<file path="config.mk">
export PLATFORM = sky130hd
export DESIGN_NAME = video_sync_capture_analyzer
export DESIGN_NICKNAME = d
export VERILOG_FILES = /design/src/design/vsca_pkg.sv /design/src/design/video_sync_capture_analyzer.sv
export VERILOG_INCLUDE_DIRS = /design/src /design/src/design
export SDC_FILE = /design/constraint.sdc
export NUM_CORES = 1
export LEC_CHECK = 0
export ABC_AREA = 1
export BUFFER_PORTS_ARGS = -buffer_cell sky130_fd_sc_hd__buf_2
export CORE_MARGIN = 2
export CORE_UTILIZATION = 40
export CTS_BUF_LIST = sky130_fd_sc_hd__clkbuf_4
export DETAILED_ROUTE_END_ITERATION = 10
export GPL_TIMING_DRIVEN = 0
export MAX_ROUTING_LAYER = met4
export PLACE_DENSITY = 0.6
export SKIP_CTS_REPAIR_TIMING = 1
export SLEW_MARGIN = 10
export SYNTH_ARGS = -nofsm -noshare
export SYNTH_HDL_FRONTEND = slang
export SYNTH_SLANG_ARGS = --single-unit
</file>
<file path="constraint.sdc">
create_clock -name i_clk -period 8.7 [get_ports i_clk]
set_input_delay 0.87 -clock i_clk [delete_from_list [all_inputs] [get_ports i_clk]]
set_output_delay 0.87 -clock i_clk [all_outputs]
set_load 0.05 [all_outputs]
</file>
<file path="src/design/video_sync_capture_analyzer_macros.svh">
// assertion macros used by the capture analyzer rtl
// no dependencies; include by bare file name inside a module body clocked by i_clk
`ifndef VIDEO_SYNC_CAPTURE_ANALYZER_MACROS_SVH
`define VIDEO_SYNC_CAPTURE_ANALYZER_MACROS_SVH

// same-cycle implication on i_clk, checked outside reset
`define VSCA_ASSERT_NOW(label, ante, cons, msg) \
    label: assert property (@(posedge i_clk) disable iff (!i_rst_n) (ante) |-> (cons)) \
        else $error(msg);

// next-cycle implication on i_clk, checked outside reset
`define VSCA_ASSERT_NEXT(label, ante, cons, msg) \
    label: assert property (@(posedge i_clk) disable iff (!i_rst_n) (ante) |=> (cons)) \
        else $error(msg);

`endif

</file>
<file path="src/design/vsca_pkg.sv">
// types, constants and the sync edge tracker for the capture analyzer
// no dependencies
`default_nettype none

package vsca_pkg;

    localparam int MAX_COLS   = 2048;
    localparam int MAX_ROWS   = 2048;
    localparam int WIDTH_BITS = 24;
    localparam int CNT_W      = 12;
    localparam int WIN_W      = CNT_W + 1;
    localparam int ADDR_W     = 22;
    localparam int PIX_W      = 8;
    localparam int POL_W      = 2;
    localparam int IN_DATA_W  = 16;
    localparam int OUT_DATA_W = 88;
    localparam int CFG_IDX_W  = 2;

    localparam logic [POL_W-1:0] POL_LOW     = 2'd0;
    localparam logic [POL_W-1:0] POL_HIGH    = 2'd1;
    localparam logic [POL_W-1:0] POL_UNKNOWN = 2'd2;

    localparam logic [CFG_IDX_W-1:0] CFG_ACTIVE_COLS = 2'd0;
    localparam logic [CFG_IDX_W-1:0] CFG_ACTIVE_ROWS = 2'd1;

    localparam logic [CNT_W-1:0]      CNT_MAX = {CNT_W{1'b1}};
    localparam logic [WIDTH_BITS-1:0] RUN_MAX = {WIDTH_BITS{1'b1}};

    typedef struct packed {
        logic                  prev;
        logic [WIDTH_BITS-1:0] run;
        logic [WIDTH_BITS-1:0] lo;
        logic [WIDTH_BITS-1:0] hi;
        logic [POL_W-1:0]      pol;
    } t_sync_state;

    typedef struct packed {
        logic        hit;
        t_sync_state st;
    } t_sync_step;

    // one sample of a sync line: edge detect, run length, width and polarity learning
    function automatic t_sync_step f_track(input logic level, input t_sync_state cur);
        t_sync_step nx;
        nx.hit = 1'b0;
        nx.st  = cur;
        if (level != cur.prev) begin
            nx.hit = 1'b1;
            if (level) begin
                nx.st.lo = cur.run;
            end else begin
                nx.st.hi = cur.run;
            end
            if (cur.pol == POL_UNKNOWN && nx.st.lo != '0 && nx.st.hi != '0) begin
                if (nx.st.lo > nx.st.hi) begin
                    nx.st.pol = POL_HIGH;
                end else if (nx.st.lo < nx.st.hi) begin
                    nx.st.pol = POL_LOW;
                end
            end
            nx.st.prev = level;
            nx.st.run  = '0;
        end else if (cur.run != RUN_MAX) begin
            nx.st.run = cur.run + 1'b1;
        end
        return nx;
    endfunction

endpackage

`default_nettype wire

</file>
<file path="src/design/video_sync_capture_analyzer.sv">
// video sync capture analyzer: one sample per cycle sustained while the result
// stream takes results; input register, one pass of sync/window
// logic with a 12x13 multiply for the address, then the result register.
// a new sample is taken while a result waits, as long as the input register is free.
// reset (synchronous, active low) clears valids, sync trackers, counters,
// polarities to unknown, latched counts to all ones and the window to 640 x 480
`default_nettype none

module video_sync_capture_analyzer (
    input  wire logic                              i_clk,
    input  wire logic                              i_rst_n,
    // config write channel
    input  wire logic                              i_cfg_valid,
    output logic                                   o_cfg_ready,
    input  wire logic [vsca_pkg::CFG_IDX_W-1:0]    i_cfg_index,
    input  wire logic [vsca_pkg::CNT_W-1:0]        i_cfg_data,
    // sample stream
    input  wire logic                              i_s_axis_tvalid,
    output logic                                   o_s_axis_tready,
    // [0] vsync_in, [1] hsync_in, [9:2] pixel_in, [15:10] zero
    input  wire logic [vsca_pkg::IN_DATA_W-1:0]    i_s_axis_tdata,
    // result stream
    output logic                                   o_m_axis_tvalid,
    input  wire logic                              i_m_axis_tready,
    // [0] write_enable, [22:1] write_address, [30:23] write_data,
    // [32:31] h_polarity, [34:33] v_polarity, [46:35] visible_cols,
    // [58:47] sync_cols, [70:59] visible_rows, [82:71] sync_rows, [87:83] zero
    output logic [vsca_pkg::OUT_DATA_W-1:0]        o_m_axis_tdata,
    output logic                                   o_m_axis_tlast,   // line_end
    output logic                                   o_m_axis_tuser    // frame_end
);
    import vsca_pkg::*;

    // configuration
    logic [CNT_W-1:0] r_active_cols;
    logic [CNT_W-1:0] r_active_rows;

    // input register
    logic             r_in_valid;
    logic             r_in_vs;
    logic             r_in_hs;
    logic [PIX_W-1:0] r_in_pix;

    // analyzer state
    t_sync_state r_vsync, n_vsync;
    t_sync_state r_hsync, n_hsync;
    logic [CNT_W-1:0] r_row_count, n_row_count;
    logic [CNT_W-1:0] r_col_count, n_col_count;
    logic [CNT_W-1:0] r_cols_before, n_cols_before;
    logic [CNT_W-1:0] r_rows_before, n_rows_before;
    logic [CNT_W-1:0] r_hs_tail, n_hs_tail;
    logic [CNT_W-1:0] r_vs_tail, n_vs_tail;

    // result register
    logic              r_out_valid;
    logic              r_we, n_we;
    logic [ADDR_W-1:0] r_addr, n_addr;
    logic [PIX_W-1:0]  r_data, n_data;
    logic              r_le, n_le;
    logic              r_fe, n_fe;

    logic       advance;
    logic       fire;
    t_sync_step v_step;
    t_sync_step h_step;
    logic [WIN_W-1:0] wcols;
    logic [WIN_W-1:0] wrows;
    logic [CNT_W+WIN_W-1:0] prod;

    assign o_cfg_ready     = 1'b1;
    assign advance         = !r_out_valid || i_m_axis_tready;
    assign fire            = r_in_valid && advance;
    assign o_s_axis_tready = !r_in_valid || advance;

    assign wcols = ({1'b0, r_active_cols} < WIN_W'(MAX_COLS)) ? {1'b0, r_active_cols}
                                                              : WIN_W'(MAX_COLS);
    assign wrows = ({1'b0, r_active_rows} < WIN_W'(MAX_ROWS)) ? {1'b0, r_active_rows}
                                                              : WIN_W'(MAX_ROWS);
    assign prod  = r_row_count * wcols;

    always_comb begin
        v_step        = f_track(r_in_vs, r_vsync);
        h_step        = f_track(r_in_hs, r_hsync);
        n_vsync       = v_step.st;
        n_hsync       = h_step.st;
        n_row_count   = r_row_count;
        n_col_count   = r_col_count;
        n_cols_before = r_cols_before;
        n_rows_before = r_rows_before;
        n_hs_tail     = r_hs_tail;
        n_vs_tail     = r_vs_tail;
        n_we          = 1'b0;
        n_addr        = '0;
        n_data        = '0;
        n_le          = 1'b0;
        n_fe          = 1'b0;

        // leaving the vsync pulse wins over any hsync activity
        if (v_step.hit && {1'b0, r_in_vs} != v_step.st.pol) begin
            n_fe        = 1'b1;
            n_vs_tail   = r_row_count - r_rows_before + 1'b1;
            n_row_count = '0;
            n_col_count = '0;
        end else begin
            if (v_step.hit) begin
                n_rows_before = r_row_count;
            end
            if (h_step.hit && {1'b0, r_in_hs} != h_step.st.pol) begin
                n_le        = 1'b1;
                n_row_count = (r_row_count != CNT_MAX) ? r_row_count + 1'b1 : r_row_count;
                n_hs_tail   = r_col_count - r_cols_before + 1'b1;
                n_col_count = '0;
            end else begin
                if (h_step.hit) begin
                    n_cols_before = r_col_count;
                end
                if ({1'b0, r_col_count} < wcols && {1'b0, r_row_count} < wrows) begin
                    n_we        = 1'b1;
                    n_addr      = ADDR_W'(prod + (CNT_W+WIN_W)'(r_col_count));
                    n_data      = r_in_pix;
                    n_col_count = r_col_count + 1'b1;
                end
            end
        end
    end

    always_ff @(posedge i_clk) begin
        if (!i_rst_n) begin
            r_active_cols <= CNT_W'(640);
            r_active_rows <= CNT_W'(480);
        end else if (i_cfg_valid) begin
            if (i_cfg_index == CFG_ACTIVE_COLS) begin
                r_active_cols <= i_cfg_data;
            end else if (i_cfg_index == CFG_ACTIVE_ROWS) begin
                r_active_rows <= i_cfg_data;
            end
        end
    end

    // input register
    always_ff @(posedge i_clk) begin
        if (!i_rst_n) begin
            r_in_valid <= 1'b0;
        end else if (o_s_axis_tready) begin
            r_in_valid <= i_s_axis_tvalid;
        end
    end

    always_ff @(posedge i_clk) begin
        if (i_s_axis_tvalid && o_s_axis_tready) begin
            r_in_vs  <= i_s_axis_tdata[0];
            r_in_hs  <= i_s_axis_tdata[1];
            r_in_pix <= i_s_axis_tdata[2 +: PIX_W];
        end
    end

    // state advances once per sample moved to the result register
    always_ff @(posedge i_clk) begin
        if (!i_rst_n) begin
            r_vsync       <= '{prev: 1'b0, run: '0, lo: '0, hi: '0, pol: POL_UNKNOWN};
            r_hsync       <= '{prev: 1'b0, run: '0, lo: '0, hi: '0, pol: POL_UNKNOWN};
            r_row_count   <= '0;
            r_col_count   <= '0;
            r_cols_before <= CNT_MAX;
            r_rows_before <= CNT_MAX;
            r_hs_tail     <= CNT_MAX;
            r_vs_tail     <= CNT_MAX;
        end else if (fire) begin
            r_vsync       <= n_vsync;
            r_hsync       <= n_hsync;
            r_row_count   <= n_row_count;
            r_col_count   <= n_col_count;
            r_cols_before <= n_cols_before;
            r_rows_before <= n_rows_before;
            r_hs_tail     <= n_hs_tail;
            r_vs_tail     <= n_vs_tail;
        end
    end

    always_ff @(posedge i_clk) begin
        if (!i_rst_n) begin
            r_out_valid <= 1'b0;
        end else if (advance) begin
            r_out_valid <= r_in_valid;
        end
    end

    always_ff @(posedge i_clk) begin
        if (fire) begin
            r_we   <= n_we;
            r_addr <= n_addr;
            r_data <= n_data;
            r_le   <= n_le;
            r_fe   <= n_fe;
        end
    end

    // polarities and latched counts are state, so they already show the post-sample view
    assign o_m_axis_tvalid = r_out_valid;
    assign o_m_axis_tlast  = r_le;
    assign o_m_axis_tuser  = r_fe;
    assign o_m_axis_tdata  = {5'b0, r_vs_tail, r_rows_before, r_hs_tail, r_cols_before,
                              r_vsync.pol, r_hsync.pol, r_data, r_addr, r_we};

    `include "video_sync_capture_analyzer_macros.svh"

    `VSCA_ASSERT_NOW(a_single_event, r_out_valid, !(r_le && r_fe), "line and frame end together")
    `VSCA_ASSERT_NOW(a_no_write_on_event, r_out_valid && r_we, !r_le && !r_fe, "write on sync event")
    `VSCA_ASSERT_NOW(a_idle_zero, r_out_valid && !r_we, r_addr == '0 && r_data == '0, "stray write bits")
    `VSCA_ASSERT_NEXT(a_hpol_hold, r_hsync.pol != POL_UNKNOWN, $stable(r_hsync.pol), "h polarity moved")
    `VSCA_ASSERT_NEXT(a_vpol_hold, r_vsync.pol != POL_UNKNOWN, $stable(r_vsync.pol), "v polarity moved")

endmodule

`default_nettype wire
</file>
== After elaboration in Yosys (flattened, before gate mapping) ==
Cells that the tools add are included.

* Bits in registers: 291
* Bits of input ports: 35
* Output and inout port bits: 93
* Logic and storage cells: 130

* Add/sub/neg operators: 9
* Multiply operators: 1
* Order comparisons: 8
* Equality and inequality tests: 10
* Multiplexer cells: 33
* Bitwise gates (word level): 4
* Reduce and logical (&&, ||, !) cells: 37

{| class="wikitable"
|+ Operator list
! cell !! number
|-
| 24-bit two-way mux || 12
|-
| 12-bit two-way mux || 8
|-
| 24-bit nonzero test || 4
|-
| 12-bit by 1-bit adder with 12-bit output, second input constant || 4
|-
| 24-bit by 1-bit adder with 24-bit output, second input constant || 2
|-
| 24-bit > comparator || 2
|-
| 24-bit less-than comparator || 2
|-
| 24-bit != test, second input constant || 2
|-
| 12-bit less-than comparator || 2
|-
| 12-bit less-than comparator, second input constant || 2
|-
| 12-bit subtractor || 2
|-
| 22-bit by 12-bit adder with 22-bit output || 1
|-
| 12-bit by 12-bit multiplier with 22-bit output || 1
|-
| 2-bit two-way mux || 10
|-
| 2-bit AND reduction || 7
|-
| 12-bit != test, second input constant || 1
|-
| 3-bit AND reduction || 4
|-
| 1-bit logical AND || 9
|-
| 2-bit nonzero test || 4
|-
| 2-bit == test, second input constant || 2
|-
| 1-bit by 2-bit != test with 1-bit output || 2
|-
| 1-bit inverter || 4
|-
| 4-bit AND reduction || 1
|-
| 1-bit two-way mux || 3
|-
| other kinds (8) || 11
|}

== Longest topological paths before layout ==
* Depth after elaboration: 11
* Mapped depth: 30
* Depth with buffers taken out: 28

== Worst setup path before layout ==
OpenSTA, ideal clock, no wires.

* Path kind: register to register
* Start point: reg r_active_cols[11]
* End point: reg r_addr[20] (data pin)
* Library setup time: 0.256 ns
* Arrival: 5.237 ns
* Data required time: 8.444 ns
* Path slack: 3.207 ns
* Cell stages (with the launch flop): 24
* Path buffers: 1
* Clock period less this slack: 5.493 ns
* Path through: dfxtp_1 -> inv_1 -> buf_1 -> nand2_1 -> inv_1 -> nand2_1 -> fa_1 -> inv_1 -> fa_1 -> fa_1 -> fa_1 -> inv_1 -> fa_1 -> inv_1 -> ha_1 -> nand2_1 -> nor2_1 -> nand2_1 -> o21ai_0 -> nand3_1 -> a21boi_0 -> o21ai_0 -> nand3_1 -> a21oi_1

* Word-level cells in the longest chain between the ends: 6
* Elaborated cells between the ends (all ways): 8
* Those cells by class: add/sub (1); mul (1); order compare (2); mux (1); bitwise (1); reduce/logical (2)

{| class="wikitable"
|+ Ends and longest elaborated chain
! what !! RTL line !! source
|-
| from (decl) || video_sync_capture_analyzer.sv:35 || <nowiki>logic [CNT_W-1:0] r_active_cols;</nowiki>
|-
| from (signal assigned) || video_sync_capture_analyzer.sv:133 || <nowiki>r_active_cols <= i_cfg_data;</nowiki>
|-
| 12-bit less-than comparator || video_sync_capture_analyzer.sv:75 || <nowiki>assign wcols = ({1'b0, r_active_cols} < WIN_W'(MAX_COLS)) ? {1'b0, r_active_cols}</nowiki>
|-
| 12-bit two-way mux (*) || video_sync_capture_analyzer.sv:75 ||
|-
| parallel branches: the longest is 4 deep, another holds 12-bit by 12-bit multiplier with 22-bit output || -- ||
|-
| to (signal assigned) || video_sync_capture_analyzer.sv:191 || <nowiki>r_addr <= n_addr;</nowiki>
|-
| to (decl) || video_sync_capture_analyzer.sv:57 || <nowiki>logic [ADDR_W-1:0] r_addr, n_addr;</nowiki>
|}

Every way passes the cells marked *.
A chain may end at the register's enable or synchronous reset.

== Worst setup path in the final report ==
Ends and elaborated chain as after synthesis.

==> metrics.cfg <==
[setup_path]
critical_path.reg2reg.startpoint = r_active_cols[11]
setup.worst_path.end_class = flop
cp_max_fo = 10
endpoint_of_the_worst_slack_reg_to_reg_timing_path = r_addr[20]
critical_path_required_ps = 9280
r2r_setup_slack_ps = 2070
reg2regPathDepth = 23
cp_data_arrival_time_ps = 7220
crit_start_category = flop
worstSetupPathType = reg -> reg

[layout]
filler_cell_count = 5223
number_of_standard_cells_in_the_final_layout_excluding_fillers = 3724
final_net_count = 3309
fraction_of_layout_instances_using_a_drive_strength_above_1 = 0.1082
multiInputGateArea_um2 = 12040
synthToLayoutAreaGrowth_pct = 12.18
seq_area_um2 = 6256

[global_routing]
grt_pass1_wl_um = 97810
grt_pass1_vias = 18560
combined_global_route_utilization_of_all_metal_layers = 0.2395
largest_net_degree_at_the_start_of_global_routing = 27
number_of_antenna_violations_at_the_first_check_in_global_routing = 2
grt_overflow_total = 0

[sta]
worstMarginPinSlew_ps = 918.3
layout_setup_ws_ps = 2066
post_route_worst_hold_slack_ps = 217.6
report.final.hold_viol_count = 0
finalCriticalPeriod_ps = 6634
fmax_mhz = 150.7
fin_setup_tns_ps = 0
setup_viol = 0
clock-skew-final_ps = 51.60
rsz0062_at_grt = false
final-max-slew-violation-count = 0
slew_headroom = 0.3855
period_share = 0.7625

[worst_hold_path]
hold_removal_path_class = in -> reg
worstHoldPathCells = 1
worst_hold_path.endpoint = r_in_hs
hold_path.startpoint = i_s_axis_tdata[1]

[synthesis]
synth_ff_type = sky130_fd_sc_hd__dfxtp_1
edff_count_synth = 43
ys_seq_elements = 291
syn_area_per_cell_um2 = 7.441
ys_top_cells_by_area = sky130_fd_sc_hd__dfxtp_1 24%, sky130_fd_sc_hd__fa_1 11%, sky130_fd_sc_hd__ha_1 11%, sky130_fd_sc_hd__nand2_1 9.7%, sky130_fd_sc_hd__inv_1 8.4%
sequential_fraction_of_the_synthesis_area = 0.3024
synthDistinctLibCells = 51
post-synth-top-count-cell = sky130_fd_sc_hd__nand2_1
synth_async_sr_flop_share = 0
post_synth_most_frequent_cells = 536 x sky130_fd_sc_hd__nand2_1, 464 x sky130_fd_sc_hd__inv_1, 341 x sky130_fd_sc_hd__nor2_1, 248 x sky130_fd_sc_hd__dfxtp_1, 191 x sky130_fd_sc_hd__a21oi_1
synth.cell_area_um2 = 20680
synth_cells = 2780
synth_largest_area_cell = sky130_fd_sc_hd__dfxtp_1
synth_warnings = 0
post-synth-top-area-fraction = 0.2400

[floorplan]
fp.dieW_um = 231.4
row_count = 83
die-height_um = 231.4
fp.dieArea_um2 = 53550
floorplan.core_area_um2 = 51200
floorplan.initialDensity = 0.4040
ioPinCount = 128

[route]
route.antenna.remaining_nets = 0
route.final.wire_length_um = 61610
route.detailed.wl_per_inst_um = 16.54
initialDrtViolationCount = 1397
drt-vias-per-instance = 5.109
detailedRoute.firstPassIterationCount = 5
drc = 0
route.vias.total = 19030

[clock_network]
clock_tree.root_cell = sky130_fd_sc_hd__clkbuf_4
tritoncts.num_buffers = 85
clk_latency_ps = 840
cts.path.max_buffers = 3
clk_transition_reported_paths_ps = 70
h_tree_depth = 3
tritoncts_num_sinks = 291
tritoncts = built

[placement]
routabilityCongestion = 0.9604
place_worst_setup_slack_ps = 2167
port-buffer-count = 114
place_hpwl_um = 47970
placedCellCount = 3579

[power]
ir_drop_mv = 0.09425
p_leak_uw = 0.01066
pwr_density_cell_nw_per_um2 = 154.9
p_total_uw = 3594

[job]
cap_viol_max_count = 0

[outcome]
outcome = finished clean

==> layout by cell type (no fill, tap or decap), types with 20 or more instances in the layout <==
master / synthesis / routed
sky130_fd_sc_hd__nand2_1: 536 / 536
sky130_fd_sc_hd__inv_1: 464 / 464
sky130_fd_sc_hd__nor2_1: 341 / 341
sky130_fd_sc_hd__dfxtp_1: 248 / 248
sky130_fd_sc_hd__a21oi_1: 191 / 191
sky130_fd_sc_hd__ha_1: 176 / 176
sky130_fd_sc_hd__o21ai_0: 144 / 144
sky130_fd_sc_hd__buf_2: 16 / 131
sky130_fd_sc_hd__clkbuf_4: 0 / 122
sky130_fd_sc_hd__fa_1: 112 / 112
sky130_fd_sc_hd__nand3_1: 71 / 71
sky130_fd_sc_hd__clkbuf_1: 64 / 64
sky130_fd_sc_hd__o21ai_1: 63 / 63
sky130_fd_sc_hd__a211oi_1: 60 / 60
sky130_fd_sc_hd__edfxtp_1: 43 / 43
sky130_fd_sc_hd__xor2_1: 35 / 35
sky130_fd_sc_hd__nor3_1: 35 / 35
sky130_fd_sc_hd__clkinv_1: 9 / 22
sky130_fd_sc_hd__o211ai_1: 20 / 20
==> kinds of logic (layout without fill, tap and decap cells) <==
logic type,after synthesis,in the layout,share of synthesized area
AND/OR/NAND/NOR,1047,1047,0.2080
buffers and inverters,594,851,0.1161
AO/OA/AOI/OAI,506,506,0.1362
flip-flops,291,291,0.3024
adder cells (fa/ha/maj),288,288,0.2149
XOR/XNOR,52,52,0.02202
other,2,9,0.0003631
==> state kept, by name, indices dropped and copies added (netlist names) <==
name and flops:
r_vs_tail 12, r_row_count 12, r_data 8, o_m_axis_tlast 1
r_cols_before 12, r_in_pix 8, o_m_axis_tuser 1, r_col_count 12
r_hsync 73, r_in_valid 1, r_vsync 73, o_m_axis_tvalid 1
r_in_hs 1, r_we 1, r_hs_tail 12, r_active_rows 12
r_addr 22, r_in_vs 1, o_m_axis_tdata 4, r_active_cols 12
r_rows_before 12
==> layer usage <==
layer	global-route usage	routed length, um	up-vias
met5	-	0	-
met4	0.07520	1600	0
met3	0.04872	4516	106
met2	0.3597	26900	581
met1	0.3231	28590	9018
li1	-	-	9321
==> worst max-delay path by stage <==
| stage | start | to | slack, ps | depth (start not counted) |
|---|---|---|---|---|
| 2_1_floorplan | r_active_cols[11] | r_addr[20] | 3210 | 23 |
| 3_3_place_gp | r_active_cols[11] | r_addr[20] | 2180 | 23 |
| 3_5_place_dp | r_active_cols[11] | r_addr[20] | 2170 | 23 |
| 4_1_cts | r_active_cols[11] | r_addr[20] | 2140 | 23 |
| 5_1_grt | r_row_count[4] | r_addr[19] | 1540 | 27 |
| 6_report | r_active_cols[11] | r_addr[20] | 2070 | 23 |
==> per-stage QoR <==
| stage | instance area [um2] | utilization |
|---|---|---|
| after floorplan | 20700 | - |
| after CTS | 23200 | 0.4531 |
| after global placement | 22120 | 0.4321 |
| final | 23200 | 0.4532 |
| after detailed placement | 22140 | 0.4325 |
| after global routing | 23200 | 0.4532 |
==> where the power goes <==
| part | total (uW) | internal (uW) | switching (uW) | leakage (uW) |
|---|---|---|---|---|
| logic | 790 | 230 | 560 | 0.00760 |
| registers | 1480 | 1440 | 46.1 | 0.00243 |
| clock network | 1320 | 697 | 623 | 0.000627 |
==> worst max-delay path, stage by stage (launching register included) <==
cell,delay (ps)
sky130_fd_sc_hd__dfxtp_1,320
sky130_fd_sc_hd__inv_1,130
sky130_fd_sc_hd__buf_1,440
sky130_fd_sc_hd__nand2_1,460
sky130_fd_sc_hd__inv_1,350
sky130_fd_sc_hd__nand2_1,120
sky130_fd_sc_hd__fa_1,530
sky130_fd_sc_hd__inv_1,50
sky130_fd_sc_hd__fa_1,490
sky130_fd_sc_hd__fa_1,520
sky130_fd_sc_hd__fa_1,540
sky130_fd_sc_hd__inv_1,60
sky130_fd_sc_hd__fa_1,530
sky130_fd_sc_hd__inv_1,50
sky130_fd_sc_hd__ha_1,390
sky130_fd_sc_hd__nand2_1,70
sky130_fd_sc_hd__nor2_1,130
sky130_fd_sc_hd__nand2_1,70
sky130_fd_sc_hd__o21ai_0,340
sky130_fd_sc_hd__nand3_1,170
sky130_fd_sc_hd__a21boi_0,320
sky130_fd_sc_hd__o21ai_0,150
sky130_fd_sc_hd__nand3_1,90
sky130_fd_sc_hd__a21oi_1,60
==> area by class of cell <==
| cell class | instances | area share |
|---|---|---|
| repair buffers | 115 | 0.02545 |
| flip-flops and latches | 291 | 0.2696 |
| well taps | 680 | 0.03667 |
| diodes | 3 | 0.0003235 |
| plain buffers | 115 | 0.02599 |
| clock inverters | 20 | 0.005932 |
| multi-input cells | 1899 | 0.5190 |
| clock buffers | 122 | 0.03947 |
| inverters | 479 | 0.07760 |
No activity file was read; power rests on OpenSTA's default activity.
